`src/rtl/core/kfmpt_alu.sv`:
```
`timescale 1ns / 1ps
`default_nettype none
// ----------------------------------------------------------------------------
// kfmpt_alu: shared arithmetic unit
// A registered 34x34 signed multiplier and a 66-bit adder shared by the
// interpolation, prescale, CORDIC and summing steps.
// ----------------------------------------------------------------------------
module kfmpt_alu (
  input  wire logic               clk_i,
  input  wire logic signed [33:0] mul_a_i,
  input  wire logic signed [33:0] mul_b_i,
  input  wire logic signed [65:0] add_a_i,
  input  wire logic signed [65:0] add_b_i,
  input  wire logic               sub_i,
  output logic signed [67:0]      prod_o,
  output logic signed [65:0]      sum_o
);

  always_ff @(posedge clk_i) begin
    prod_o <= mul_a_i * mul_b_i;
  end

  assign sum_o = sub_i ? (add_a_i - add_b_i) : (add_a_i + add_b_i);

endmodule
`default_nettype wire

```
`config.mk`:
```
export PLATFORM = sky130hd
export DESIGN_NAME = kfmpt_alu
export DESIGN_NICKNAME = d
export VERILOG_FILES = /design/src/rtl/core/kfmpt_alu.sv
export SDC_FILE = /design/constraint.sdc
export NUM_CORES = 2
export LEC_CHECK = 0
export BUFFER_PORTS_ARGS = -buffer_cell sky130_fd_sc_hd__buf_2
export CAP_MARGIN = 10
export CORE_MARGIN = 5
export CORE_UTILIZATION = 65
export CTS_CLUSTER_DIAMETER = 80
export DETAILED_ROUTE_END_ITERATION = 8
export GPL_ROUTABILITY_DRIVEN = 1
export PLACE_DENSITY_LB_ADDON = 0.12
export SYNTH_ARGS = -nofsm -noshare
export SYNTH_HDL_FRONTEND = slang
export SYNTH_SLANG_ARGS = --single-unit
```
`constraint.sdc`:
```
create_clock -name clk_i -period 30.3 [get_ports clk_i]
set_clock_uncertainty 0.1 [all_clocks]
set_input_delay 6.06 -clock clk_i [delete_from_list [all_inputs] [get_ports clk_i]]
set_output_delay 6.06 -clock clk_i [all_outputs]
set_load 0.01 [all_outputs]
```
* Word-level counts from Yosys, hierarchy flattened
Index checks and enable logic that the tools add are counted.
Operators by class: add/subtract/negate cells 2, multiply operators 1, muxes and demuxes 1
Operators by type and width (number):
- $mul A34 B34 Y68 | 1
- $add A66 B66 Y66 | 1
- $mux W66 | 1
- $sub A66 B66 Y66 | 1
Storage, ports and cells: register bits 68, input bits 202, output and inout bits 134, word-level logic and storage cells 5

* Depth between registers and ports, before layout
depth after elaboration 2, mapped depth 31, depth with buffers taken out 29

* Worst setup path after synthesis
No wires, ideal clock.
kind in2out, start input add_b_i[13], end output sum_o[65], data arrival time 10229 ps, data required time 24140 ps, path slack 13911 ps, stages on the path 20, buffers on the path 1, cell sequence or4_1 -> or3_4 -> nor2_1 -> and3b_1 -> nand2_1 -> nor2_1 -> nor2_1 -> xnor2_1 -> ha_1 -> clkbuf_1 -> a21oi_1 -> o21bai_1 -> a21oi_1 -> a21o_1 -> nor4_1 -> a211oi_1 -> o41ai_2 -> and3_1 -> a41oi_1 -> xnor2_1
Between the ends: cells in the longest elaborated chain, start to end 2, elaborated cells between the ends (all ways) 3, classes of those cells add/sub: 2; mux: 1
RTL lines:
- start: declaration | RTL line 13 | input wire logic signed [65:0] add_b_i,
- $add A66 B66 Y66 or $sub A66 B66 Y66 (tied branches) | RTL line 23 | assign sum_o = sub_i ? (add_a_i - add_b_i) : (add_a_i + add_b_i);
- $mux W66 (*) | RTL line 23
- end: declaration | RTL line 16 | output logic signed [65:0] sum_o
Mark *: on every way between the ends. The rest lies on a longest branch, timed or not.

* Worst setup path after layout
start input add_b_i[3], end output sum_o[65]
The elaborated chain is that of the path after synthesis.

==> flow_metrics.tcl <==
set metrics [dict create \
    synth_fp_nets 7052 \
    synthTopCellsByCount "inv_1 (1,252), fa_1 (1,242), and2_1 (613)" \
    io_pins 336 \
    rows 99 \
    initial_core_util 0.658 \
    rsz0062_at_grt "false" \
    wl_per_cell_um 21.1 \
    largest_reg_flops 68 \
    synth_top_area_frac 0.516 \
    cts_sinks 68 \
    ys.flop_type "dfxtp_1" \
    grt-ovfl-total 0 \
    yosys.cell_count.top_type "inv_1" \
    synth_warnings 0 \
    h-tree-depth 3 \
    postLayoutCoreUtil 0.689 \
    grt_pass1_wl_um 220000 \
    fin_crit_sh 0.580 \
    drc 0 \
    netlist_area_mm2 0.0482 \
    finalWorstSetupSlack_ns 12.71 \
    clock.fmax_ghz 0.0569 \
    hpwl_um 109000 \
    cts_tree "built" \
    slew_headroom 0.278 \
    grt_max_degree 66 \
    crit_required_ns 24.14 \
    finalCriticalPeriod_ns 17.59 \
    arrival_ns 11.43 \
    routed_via_density 5.77 \
    cts.path.max_buffers 2 \
    endpoint_kind "output pin" \
    clockRootBuffer "clkbuf_16" \
    yosysTopAreaCell "fa_1" \
    crit_fanout 6 \
    top_register "prod_o" \
    ys_top_cells_by_area "fa_1 (52%), inv_1 (9.8%), and2_1 (8.0%)" \
    slew_viol_final 0 \
    clkTransAtPathRegs_ns 0.07 \
    hold_path_class "in2reg" \
    firstDrtPassIters 6 \
    fill_cells 5944 \
    synthArstFlopShare 0 \
    grt_use_total 0.355 \
    syn-instance-count 5338 \
    layout.nets 7148 \
    syn2layout_area_growth_pct 4.76 \
    vias 36900 \
    synth-edff-count 0 \
    synth_seq_cells 68 \
    grt_pass1_vias 40700 \
    reg_top3 "prod_o (68)" \
    dpl.cell_count 6382 \
    tightest_slew_ns 1.08 \
    ys_seq_area_frac 0.0283 \
    critPathLaunchType "input port" \
    die_area_mm2 0.0796 \
    ys_types 81 \
    setup_violations 0 \
    drive_above_1_share 0.0741 \
    io_buffers 335 \
    postCtsSetupBuffers 0 \
    dp_worst_setup_slack_ns 12.86 \
    fin_tns_setup_ns 0 \
    status "completed" \
    drt_iter0_markers 2415 \
    routed_wl_um 135000 \
    hold_violations 0 \
    grt_antenna_before_repair 13 \
    hold_buffers 0 \
    cts_inserted_buffers 9 \
    maxCapViolations 0 \
    cts.repair.resized 0 \
    antenna_left 0 \
    criticalPathCategory "in2out" \
    core_mm2 0.0732 \
    die_x_um 282 \
    syn_area_per_cell_um2 9.02 \
    final_cells 6404 \
    fp.dieH_um 282 \
    place.gp.congestion 0.968 \
]
critical path, stage by stage:
cell and delay, ns:
buf_2 0.12, nor4_1 0.55, and3_1 0.39, nor4b_2 0.31, and2_2 0.33, nand2b_1 0.14, nor4_1 0.20, nor2_1 0.08
xnor2_1 0.16, ha_1 0.37, and2_1 0.25, nand3_1 0.17, a21o_1 0.20, nor4_1 0.55, a211oi_1 0.24, o41ai_2 0.47
and3_1 0.31, a41oi_1 0.18, xnor2_1 0.17, buf_2 0.15
metal layers:
| layer | vias up | global-route usage | wire (µm) |
|---|---|---|---|
| met5 | - | 0 | 21 |
| met3 | 405 | 0.0825 | 12100 |
| met1 | 18900 | 0.461 | 51600 |
| li1 | 15900 | - | - |
| met2 | 1723 | 0.583 | 64700 |
| met4 | 4 | 0.146 | 6530 |
kinds of logic (layout without fill, tap and decap cells):
logic type / count (synthesis) / count (layout) / share of synthesized area
other: 0 / 8 / 0
xor gates and xnor gates: 199 / 199 / 0.0363
muxes: 4 / 4 / 0.000857
adders and majority gates: 1512 / 1512 / 0.586
DFF: 68 / 68 / 0.0283
and+or+nand+nor: 1530 / 1530 / 0.161
buffers and inverters: 1521 / 1620 / 0.119
AOI/OAI and AO/OA: 504 / 504 / 0.0683
final timing paths:
check / start / end / slack [ns] / depth (start not counted)
min: mul_b_i[0] / prod_o[0] / 6.20 / 3
max: add_b_i[3] / sum_o[65] / 12.71 / 20
final cells by class:
cell class                      instances  area [µm²]  share of cell area
Clock buffer                           12         267             0.00528
Tap cell                              959        1200              0.0238
Sequential cell                        68        1360              0.0270
Multi-Input combinational cell       3749       41100               0.814
Inverter                             1253        4700              0.0932
Clock inverter                          2        10.0            0.000198
Timing Repair Buffer                  353        1810              0.0359
Antenna cell                            8        20.0            0.000397
stage by stage:
| stage | instance area, µm² | hold WS (ns) |
|---|---|---|
| floorplan | 48200 | 6.08 |
| global placement | 50200 | 6.35 |
| detailed placement | 50200 | 6.35 |
| CTS | 50400 | 6.17 |
| global route | 50500 | 6.20 |
| finish | 50500 | 6.20 |
layout by cell type (no fill, tap or decap), types with 96 or more instances in the layout:
cell        n
ha_1      270
xnor2_1   157
fa_1     1242
a21oi_1   172
nor2_1    125
buf_2     335
a21o_1     96
inv_1    1252
and2_1    613
nand2_1   599
Power is left out: the tool's default activity adds up to more than one toggle a clock period on the data nets, which glitch-free logic cannot reach.
