==> config.mk <==
export PLATFORM = sky130hd
export DESIGN_NAME = kfmpt_divider
export DESIGN_NICKNAME = d
export VERILOG_FILES = /design/src/rtl/core/kfmpt_divider.sv
export SDC_FILE = /design/constraint.sdc
export NUM_CORES = 1
export LEC_CHECK = 0
export ABC_AREA = 1
export ABC_CLOCK_PERIOD_IN_PS = 4300
export BUFFER_PORTS_ARGS = -buffer_cell sky130_fd_sc_hd__buf_4
export CAP_MARGIN = 20
export CORE_MARGIN = 10
export CORE_UTILIZATION = 33
export DETAILED_ROUTE_END_ITERATION = 7
export GPL_TIMING_DRIVEN = 0
export PLACE_DENSITY_LB_ADDON = 0.12
export RECOVER_POWER = 50
export SLEW_MARGIN = 10
export SYNTH_ARGS = -nofsm -noshare
export SYNTH_HDL_FRONTEND = slang
export SYNTH_SLANG_ARGS = --single-unit
==> constraint.sdc <==
create_clock -name clk_i -period 4.3 [get_ports clk_i]
set_input_delay 0.86 -clock clk_i [delete_from_list [all_inputs] [get_ports clk_i]]
set_output_delay 0.86 -clock clk_i [all_outputs]
set_load 0.005 [all_outputs]
==> src/rtl/core/kfmpt_divider.sv <==
`timescale 1ns / 1ps
`default_nettype none
// ----------------------------------------------------------------------------
// kfmpt_divider: restoring divider
// 48-bit by 32-bit unsigned division, one quotient bit a cycle, 17-bit result
// (the numerator stays below 65536 times the denominator).
// ----------------------------------------------------------------------------
module kfmpt_divider (
  input  wire logic        clk_i,
  input  wire logic        rst_ni,
  input  wire logic        start_i,
  input  wire logic [31:0] num_i,
  input  wire logic [31:0] den_i,
  output logic             done_o,
  output logic [16:0]      quot_o
);

  logic [32:0] rem_q, rem_d;
  logic [47:0] num_q, num_d;
  logic [31:0] den_q;
  logic [16:0] quot_q, quot_d;
  logic [5:0]  cnt_q, cnt_d;
  logic        busy_q, busy_d;
  logic [33:0] trial;

  always_comb begin
    rem_d  = rem_q;
    num_d  = num_q;
    quot_d = quot_q;
    cnt_d  = cnt_q;
    busy_d = busy_q;
    trial  = {rem_q, num_q[47]} - {2'b00, den_q};
    if (start_i) begin
      rem_d  = '0;
      num_d  = {num_i, 16'h0};
      quot_d = '0;
      cnt_d  = 6'd48;
      busy_d = 1'b1;
    end else if (busy_q) begin
      num_d = {num_q[46:0], 1'b0};
      if (!trial[33]) begin
        rem_d  = trial[32:0];
        quot_d = {quot_q[15:0], 1'b1};
      end else begin
        rem_d  = {rem_q[31:0], num_q[47]};
        quot_d = {quot_q[15:0], 1'b0};
      end
      cnt_d = cnt_q - 6'd1;
      if (cnt_q == 6'd1) begin
        busy_d = 1'b0;
      end
    end
  end

  always_ff @(posedge clk_i or negedge rst_ni) begin
    if (!rst_ni) begin
      busy_q <= 1'b0;
      cnt_q  <= '0;
    end else begin
      busy_q <= busy_d;
      cnt_q  <= cnt_d;
    end
  end

  always_ff @(posedge clk_i) begin
    rem_q  <= rem_d;
    num_q  <= num_d;
    quot_q <= quot_d;
    if (start_i) begin
      den_q <= den_i;
    end
  end

  assign done_o = busy_q && (cnt_q == 6'd1);
  assign quot_o = quot_d;

endmodule
`default_nettype wire

======== Word level (Yosys, flattened, before mapping) ========
Cells that the tools add are included.
Widths: inputs -> output; s select.
word-level totals
  flip-flop bits (word level) ............. 121
  bits of input ports ..................... 67
  output and inout bits ................... 18
  word-level logic and storage cells ...... 22
cells by class
  add/subtract/negate cells ............... 2
  equality and inequality tests ........... 1
  multiplexer cells ....................... 11
  reductions and logical operators ........ 2
operators with widths
  kind                 count
  $mux 48              2
  $mux 17              2
  $sub 34x32->34       1
  $mux 33              1
  $mux 6               2
  $eq 6x1->1 const B   1
  $sub 6x1->6 const B  1
  $mux 1               4
  $reduce_bool 2->1    1
  $logic_and 1x1->1    1

======== Depth between registers and ports, before layout ========
Gate-level depths: netlist of the first run.
  depth in word-level cells ............... 4
  mapped depth ............................ 18
  depth with buffers taken out ............ 18

======== Worst setup path after synthesis of the first run ========
OpenSTA, ideal clock, no wires.
  kind .................................... input port to output port
  from .................................... in start_i
  to ...................................... out quot_o[10]
  arrival ................................. 2.773 ns
  data required time ...................... 3.440 ns
  path slack .............................. 0.667 ns
  stages .................................. 5
  buffers on the path ..................... 2
  cell sequence ........................... clkbuf_1 > nor2_1 > clkinv_1 > clkbuf_1 > o22ai_1
on the way
  longest elaborated chain between the ends .. 1
ends and longest elaborated chain
  what                RTL line  text
  start: declaration  11        input wire logic start_i,
  $mux 17             33        if (start_i) begin
  end: declaration    15        output logic [16:0] quot_o
Every way passes these cells.

======== Worst setup path in the final report of the first run ========
  from .................................... reg den_q[16]
  to ...................................... out quot_o[0]
on the way
  longest elaborated chain between the ends .. 4
ends and longest elaborated chain
  what                      RTL line  text
  start: declaration        20        logic [31:0] den_q;
  start signal: assignment  70        den_q <= den_i;
  $sub 34x32->34            32        trial = {rem_q, num_q[47]} - {2'b00, den_q};
  $mux 1                    41        if (!trial[33]) begin
  $mux 17                   39        end else if (busy_q) begin
  $mux 17                   33
Every way passes these cells.

==> impl_metrics.json, run 1 <==
{
  "status": "finished, final reports clean",
  "cap_violations": 0,
  "synth-edff-count": 64,
  "grt.total_usage": 0.142,
  "viasPerCell": 4.50,
  "syn2layout_area_growth_pct": 21.0,
  "pin_count": 85,
  "drc": 0,
  "netlist_instances": 1045,
  "cts_buffer_depth": 2,
  "r2r_cells": 15,
  "cts_hold_buf": 0,
  "yosysWarnings": 0,
  "vdd_ir_drop_max_mv": 0.219,
  "critPathKind": "reg -> out",
  "antenna_found_initial": 0,
  "cts.sinks": 121,
  "endpoint_kind": "primary output",
  "drtIter0Drc": 279,
  "ys_seq_area_frac": 0.418,
  "fin_crit_ns": 3.96,
  "die_y_microns": 170,
  "cts_setup_buffers": 0,
  "wl_per_cell_microns": 13.8,
  "core-area_sq_mm": 0.0220,
  "nFillCells": 2329,
  "gp_congestion": 0.896,
  "htree_levels": 4,
  "port_buffers": 84,
  "leakagePower_uw": 0.00470,
  "cts_tree": "built",
  "power_density_mw_per_mm2": 427,
  "startpoint_type": "register",
  "crit_end": "quot_o[0]",
  "finalWorstSetupSlack_ns": 0.343,
  "grt_first_pass_wirelength_mm": 33.1,
  "async_flop_share": 0.0579,
  "finalSetupViolations": 0,
  "diodes": 0,
  "period_share": 0.920,
  "cp-startpoint": "den_q[16]$_DFFE_PP_",
  "fp-row-count": 54,
  "wl_mm": 19.9,
  "cts-buffers-inserted": 17,
  "clk_pin_slew_ns": 0.07,
  "firstDrtPassIters": 4,
  "syn_area_per_cell_sq_um": 7.10,
  "first_global_vias": 6596,
  "netlist_area_sq_mm": 0.00741,
  "ys_ff_latch": 121,
  "die-area_sq_mm": 0.0289,
  "ys_types": 38,
  "hold_violations": 0,
  "tightest_slew_ns": 0.655,
  "skew_ns": 0.0120,
  "post-route-util": 0.408,
  "dp_hpwl_mm": 15.6,
  "ctsResizeCount": 1,
  "clock_tree.root_cell": "clkbuf_16",
  "hp-class": "in -> async",
  "r2r-end": "rem_q[28]$_SDFFE_PP0P_",
  "path_max_fanout": 7,
  "drive_gt1_frac": 0.125,
  "postSynthNetCount": 1147,
  "required_ns": 3.44,
  "drtAntennaViolNets": 0,
  "grt_max_degree": 34,
  "via_count": 6484,
  "cp_data_arrival_time_ns": 3.10,
  "slew_viol_final": 0,
  "synthFlopType": "edfxtp_1",
  "die_x_microns": 170,
  "relSlewSlack": 0.563,
  "initial_core_util": 0.338,
  "max_freq_ghz": 0.253,
  "reg2reg_slack_ns": 1.28,
  "reg2reg_from": "den_q[11]$_DFFE_PP_",
  "rsz0062_at_grt": "false",
  "overflow": 0,
  "nNetsFinal": 1251,
  "clk_latency_ns": 0.42,
  "dp_slack_ns": -0.290,
  "tns_ns": 0
}
-- power by group --
| group | switching, uW | internal, uW | total, uW |
|---|---|---|---|
| combinational | 621 | 352 | 974 |
| sequential | 73.5 | 1350 | 1420 |
| clock | 579 | 858 | 1440 |
-- worst max-delay path, cell delays in order (launching register included) --
cell and delay (ns):
edfxtp_1 0.34, inv_1 0.05, ha_1 0.35, nand2_2 0.10, nor2_1 0.26, clkinv_1 0.10, nor2_1 0.24, nor2_2 0.07
nand2_2 0.13, nand2_4 0.07, nand3_1 0.24, nand3_1 0.33, o21ai_0 0.23, buf_4 0.17
-- worst min-delay path by stage --
stage                            from                     end  slack [ns]  depth (start not counted)
6_report                       rst_ni    cnt_q[4]$_DFFE_PN0P_        0.34                          1
2_1_floorplan  rem_q[22]$_SDFFE_PP0P_  rem_q[22]$_SDFFE_PP0P_        0.45                          2
4_1_cts                        rst_ni    cnt_q[4]$_DFFE_PN0P_        0.22                          1
5_1_grt                        rst_ni    cnt_q[4]$_DFFE_PN0P_        0.36                          1
3_5_place_dp       quot_q[16]$_DFF_P_      quot_q[16]$_DFF_P_        0.46                          2
3_3_place_gp       quot_q[16]$_DFF_P_      quot_q[16]$_DFF_P_        0.46                          2
-- kinds of logic after synthesis --
family | count (synthesis) | share of synthesized area
DFF | 121 | 0.418
buffers and inverters | 189 | 0.103
xor gates and xnor gates | 15 | 0.0177
AOI/OAI and AO/OA | 58 | 0.0466
adders and majority gates | 35 | 0.0601
and+or+nand+nor | 627 | 0.355
-- sequential cells by signal (all words and copies together), names as in the netlist --
name	cells
num_q	32
rem_q	33
quot_q	17
cnt_q	6
den_q	32
busy_q	1
-- routing by layer --
layer	GRT usage	routed length, microns	vias up
met3	0.0396	921	20
met2	0.231	9020	106
met1	0.180	9660	2852
met5	0	0	-
met4	0.0423	303	0
li1	-	-	3506
-- cell type report --
class	instances	area (sq um)	share of cell area
Multi-Input combinational cell	735	3530	0.394
Buffer	23	120	0.0134
Clock inverter	11	96.3	0.0107
Clock buffer	21	504	0.0562
Sequential cell	121	3100	0.345
Timing Repair Buffer	85	647	0.0721
Tap cell	280	350	0.0391
Inverter	166	623	0.0695
-- cells in the mapped netlist (all sizes together), types with 11 or more instances --
library cell,n,area [sq um]
nand2,440,1700
inv,162,608
nand3,101,533
nor2,65,267
edfxtp,64,1920
dfxtp,50,1000
ha,34,425
a21oi,23,130
o22ai,16,100
clkbuf,13,48.8
o21ai,11,55.1
xor2,11,96.3
-- per-stage QoR --
stage,total power [uW],std cells,hold slack (ns),instance area [sq um]
2_1_floorplan,2140,1045,0.449,7410
3_3_place_gp,2420,1409,0.461,8400
3_5_place_dp,2420,1410,0.464,8420
4_1_cts,3900,1442,0.222,9020
5_1_grt,4090,1442,0.364,8970
6_report,3830,1442,0.343,8970
-- layout by cell type, fill, tap and decap left out, drive strengths merged, types with 16 or more instances in the layout --
master,instances
nand2,440
inv,168
nand3,101
clkbuf,71
nor2,65
edfxtp,64
buf,58
dfxtp,50
ha,34
a21oi,23
o22ai,16
No activity file was read; power rests on OpenSTA's default activity.
==> run 2: changes to the inputs <==
- PLACE_DENSITY: default -> 0.56
- PLACE_DENSITY_LB_ADDON: 0.12 -> default
==> impl_metrics.json, run 2 (synthesis results as in run 1) <==
{
  "finalWorstSetupSlack_ns": 0.380,
  "wl_per_cell_microns": 13.6,
  "post-route-util": 0.407,
  "cts_buffer_depth": 2,
  "r2r_cells": 14,
  "status": "finished, final reports clean",
  "vdd_ir_drop_max_mv": 0.234,
  "critPathKind": "in -> out",
  "syn2layout_area_growth_pct": 20.5,
  "largest_reg_flops": 33,
  "htree_levels": 4,
  "die-area_sq_mm": 0.0289,
  "initial_core_util": 0.338,
  "relSlewSlack": 0.590,
  "cts_hold_buf": 0,
  "dp_slack_ns": -0.203,
  "fp-row-count": 54,
  "top_register": "rem_q",
  "clk_pin_slew_ns": 0.06,
  "overflow": 0,
  "busiest_layer": "met2",
  "dp_hpwl_mm": 15.3,
  "drtIter0Drc": 399,
  "required_ns": 3.44,
  "core-area_sq_mm": 0.0220,
  "drive_gt1_frac": 0.127,
  "hold_violations": 0,
  "path_max_fanout": 33,
  "skew_ns": 0.0128,
  "cts_setup_buffers": 0,
  "period_share": 0.912,
  "diodes": 0,
  "met3_usage": 0.0509,
  "grt.total_usage": 0.142,
  "power_density_mw_per_mm2": 421,
  "fin_crit_ns": 3.92,
  "slew_viol_final": 0,
  "leakagePower_uw": 0.00469,
  "drc": 0,
  "grt_max_degree": 34,
  "cts.sinks": 121,
  "grt_use_met2": 0.230,
  "clk_latency_ns": 0.43,
  "antenna_found_initial": 0,
  "startpoint_type": "input port",
  "cts_tree": "built",
  "max_freq_ghz": 0.255,
  "nNetsFinal": 1251,
  "gp_congestion": 0.921,
  "cp_data_arrival_time_ns": 3.06,
  "power_uw": 3760,
  "rsz0062_at_grt": "false",
  "drtAntennaViolNets": 0,
  "finalSetupViolations": 0,
  "pin_count": 85,
  "grt_first_pass_wirelength_mm": 33.2,
  "cts-buffers-inserted": 17,
  "clock_tree.root_cell": "clkbuf_16",
  "final_cell_mix": "433 x nand2_1, 159 x inv_1, 98 x nand3_1",
  "wl_mm": 19.6,
  "endpoint_kind": "primary output",
  "port_buffers": 84,
  "cap_violations": 0,
  "mostFrequentLayoutCell": "nand2_1",
  "fin_hold_ws_ns": 0.327,
  "die_x_microns": 170,
  "hp-class": "in -> async",
  "grtUsageMet1": 0.174,
  "first_global_vias": 6839,
  "die_y_microns": 170,
  "tightest_slew_ns": 0.615,
  "top_regs": "rem_q: 33 flops, den_q: 32 flops, num_q: 32 flops",
  "viasPerCell": 4.55,
  "firstDrtPassIters": 6,
  "via_count": 6555
}
==> run 2: layout make-up <==
cell class,instances,area [sq um]
Timing Repair Buffer,85,647
Clock inverter,14,123
Multi-Input combinational cell,735,3520
Inverter,166,623
Fill cell,2355,13000
Tap cell,280,350
Sequential cell,121,3100
Buffer,23,135
Clock buffer,18,439
==> run 2: metal layers <==
| metal | vias to the layer above | wire [microns] |
|---|---|---|
| met3 | 21 | 1310 |
| met1 | 2902 | 9120 |
| met2 | 138 | 8860 |
| li1 | 3494 | - |
| met4 | 0 | 329 |
| met5 | - | 0 |
==> run 2: final timing paths <==
path | end | from | slack [ns]
min reg2reg | rem_q[19]$_SDFFE_PP0P_ | rem_q[19]$_SDFFE_PP0P_ | 0.47
max in group asynchronous | cnt_q[4]$_DFFE_PN0P_ | rst_ni | 3.68
max | quot_o[15] | start_i | 0.38
min | cnt_q[0]$_DFFE_PN0P_ | rst_ni | 0.33
min in group clk_i | rem_q[19]$_SDFFE_PP0P_ | rem_q[19]$_SDFFE_PP0P_ | 0.47
max reg2reg | rem_q[24]$_SDFFE_PP0P_ | den_q[11]$_DFFE_PP_ | 1.40
==> run 2: report_power, final <==
part / leakage (uW) / internal [uW] / total (uW) / switching, uW
Clock: 0.000284 / 777 / 1380 / 603
Sequential: 0.00115 / 1350 / 1420 / 74.0
Combinational: 0.00326 / 351 / 965 / 613
Total: 0.00469 / 2470 / 3760 / 1290
==> run 2: stage by stage <==
| step | TNS [ns] | std cells | instance area, sq um |
|---|---|---|---|
| 2_1_floorplan | 0 | 1045 | 7410 |
| 3_3_place_gp | -11.72 | 1409 | 8400 |
| 5_1_grt | 0 | 1442 | 8940 |
| 4_1_cts | 0 | 1442 | 8980 |
| 6_report | 0 | 1442 | 8940 |
| 3_5_place_dp | -0.302 | 1410 | 8420 |
==> run 2: critical path, cell delays in order <==
cell	delay, ns
buf_4	0.26
clkbuf_1	0.34
nor2_4	0.35
clkinv_1	0.33
clkbuf_2	0.33
buf_12	0.23
o22ai_1	0.20
buf_4	0.16
==> run 2: what timing repair did <==
item,in CTS,in global routing
endpoints found under the setup margin,7,10
resized for setup,1,2
hold endpoints to repair,0,0
gates cloned,0,0
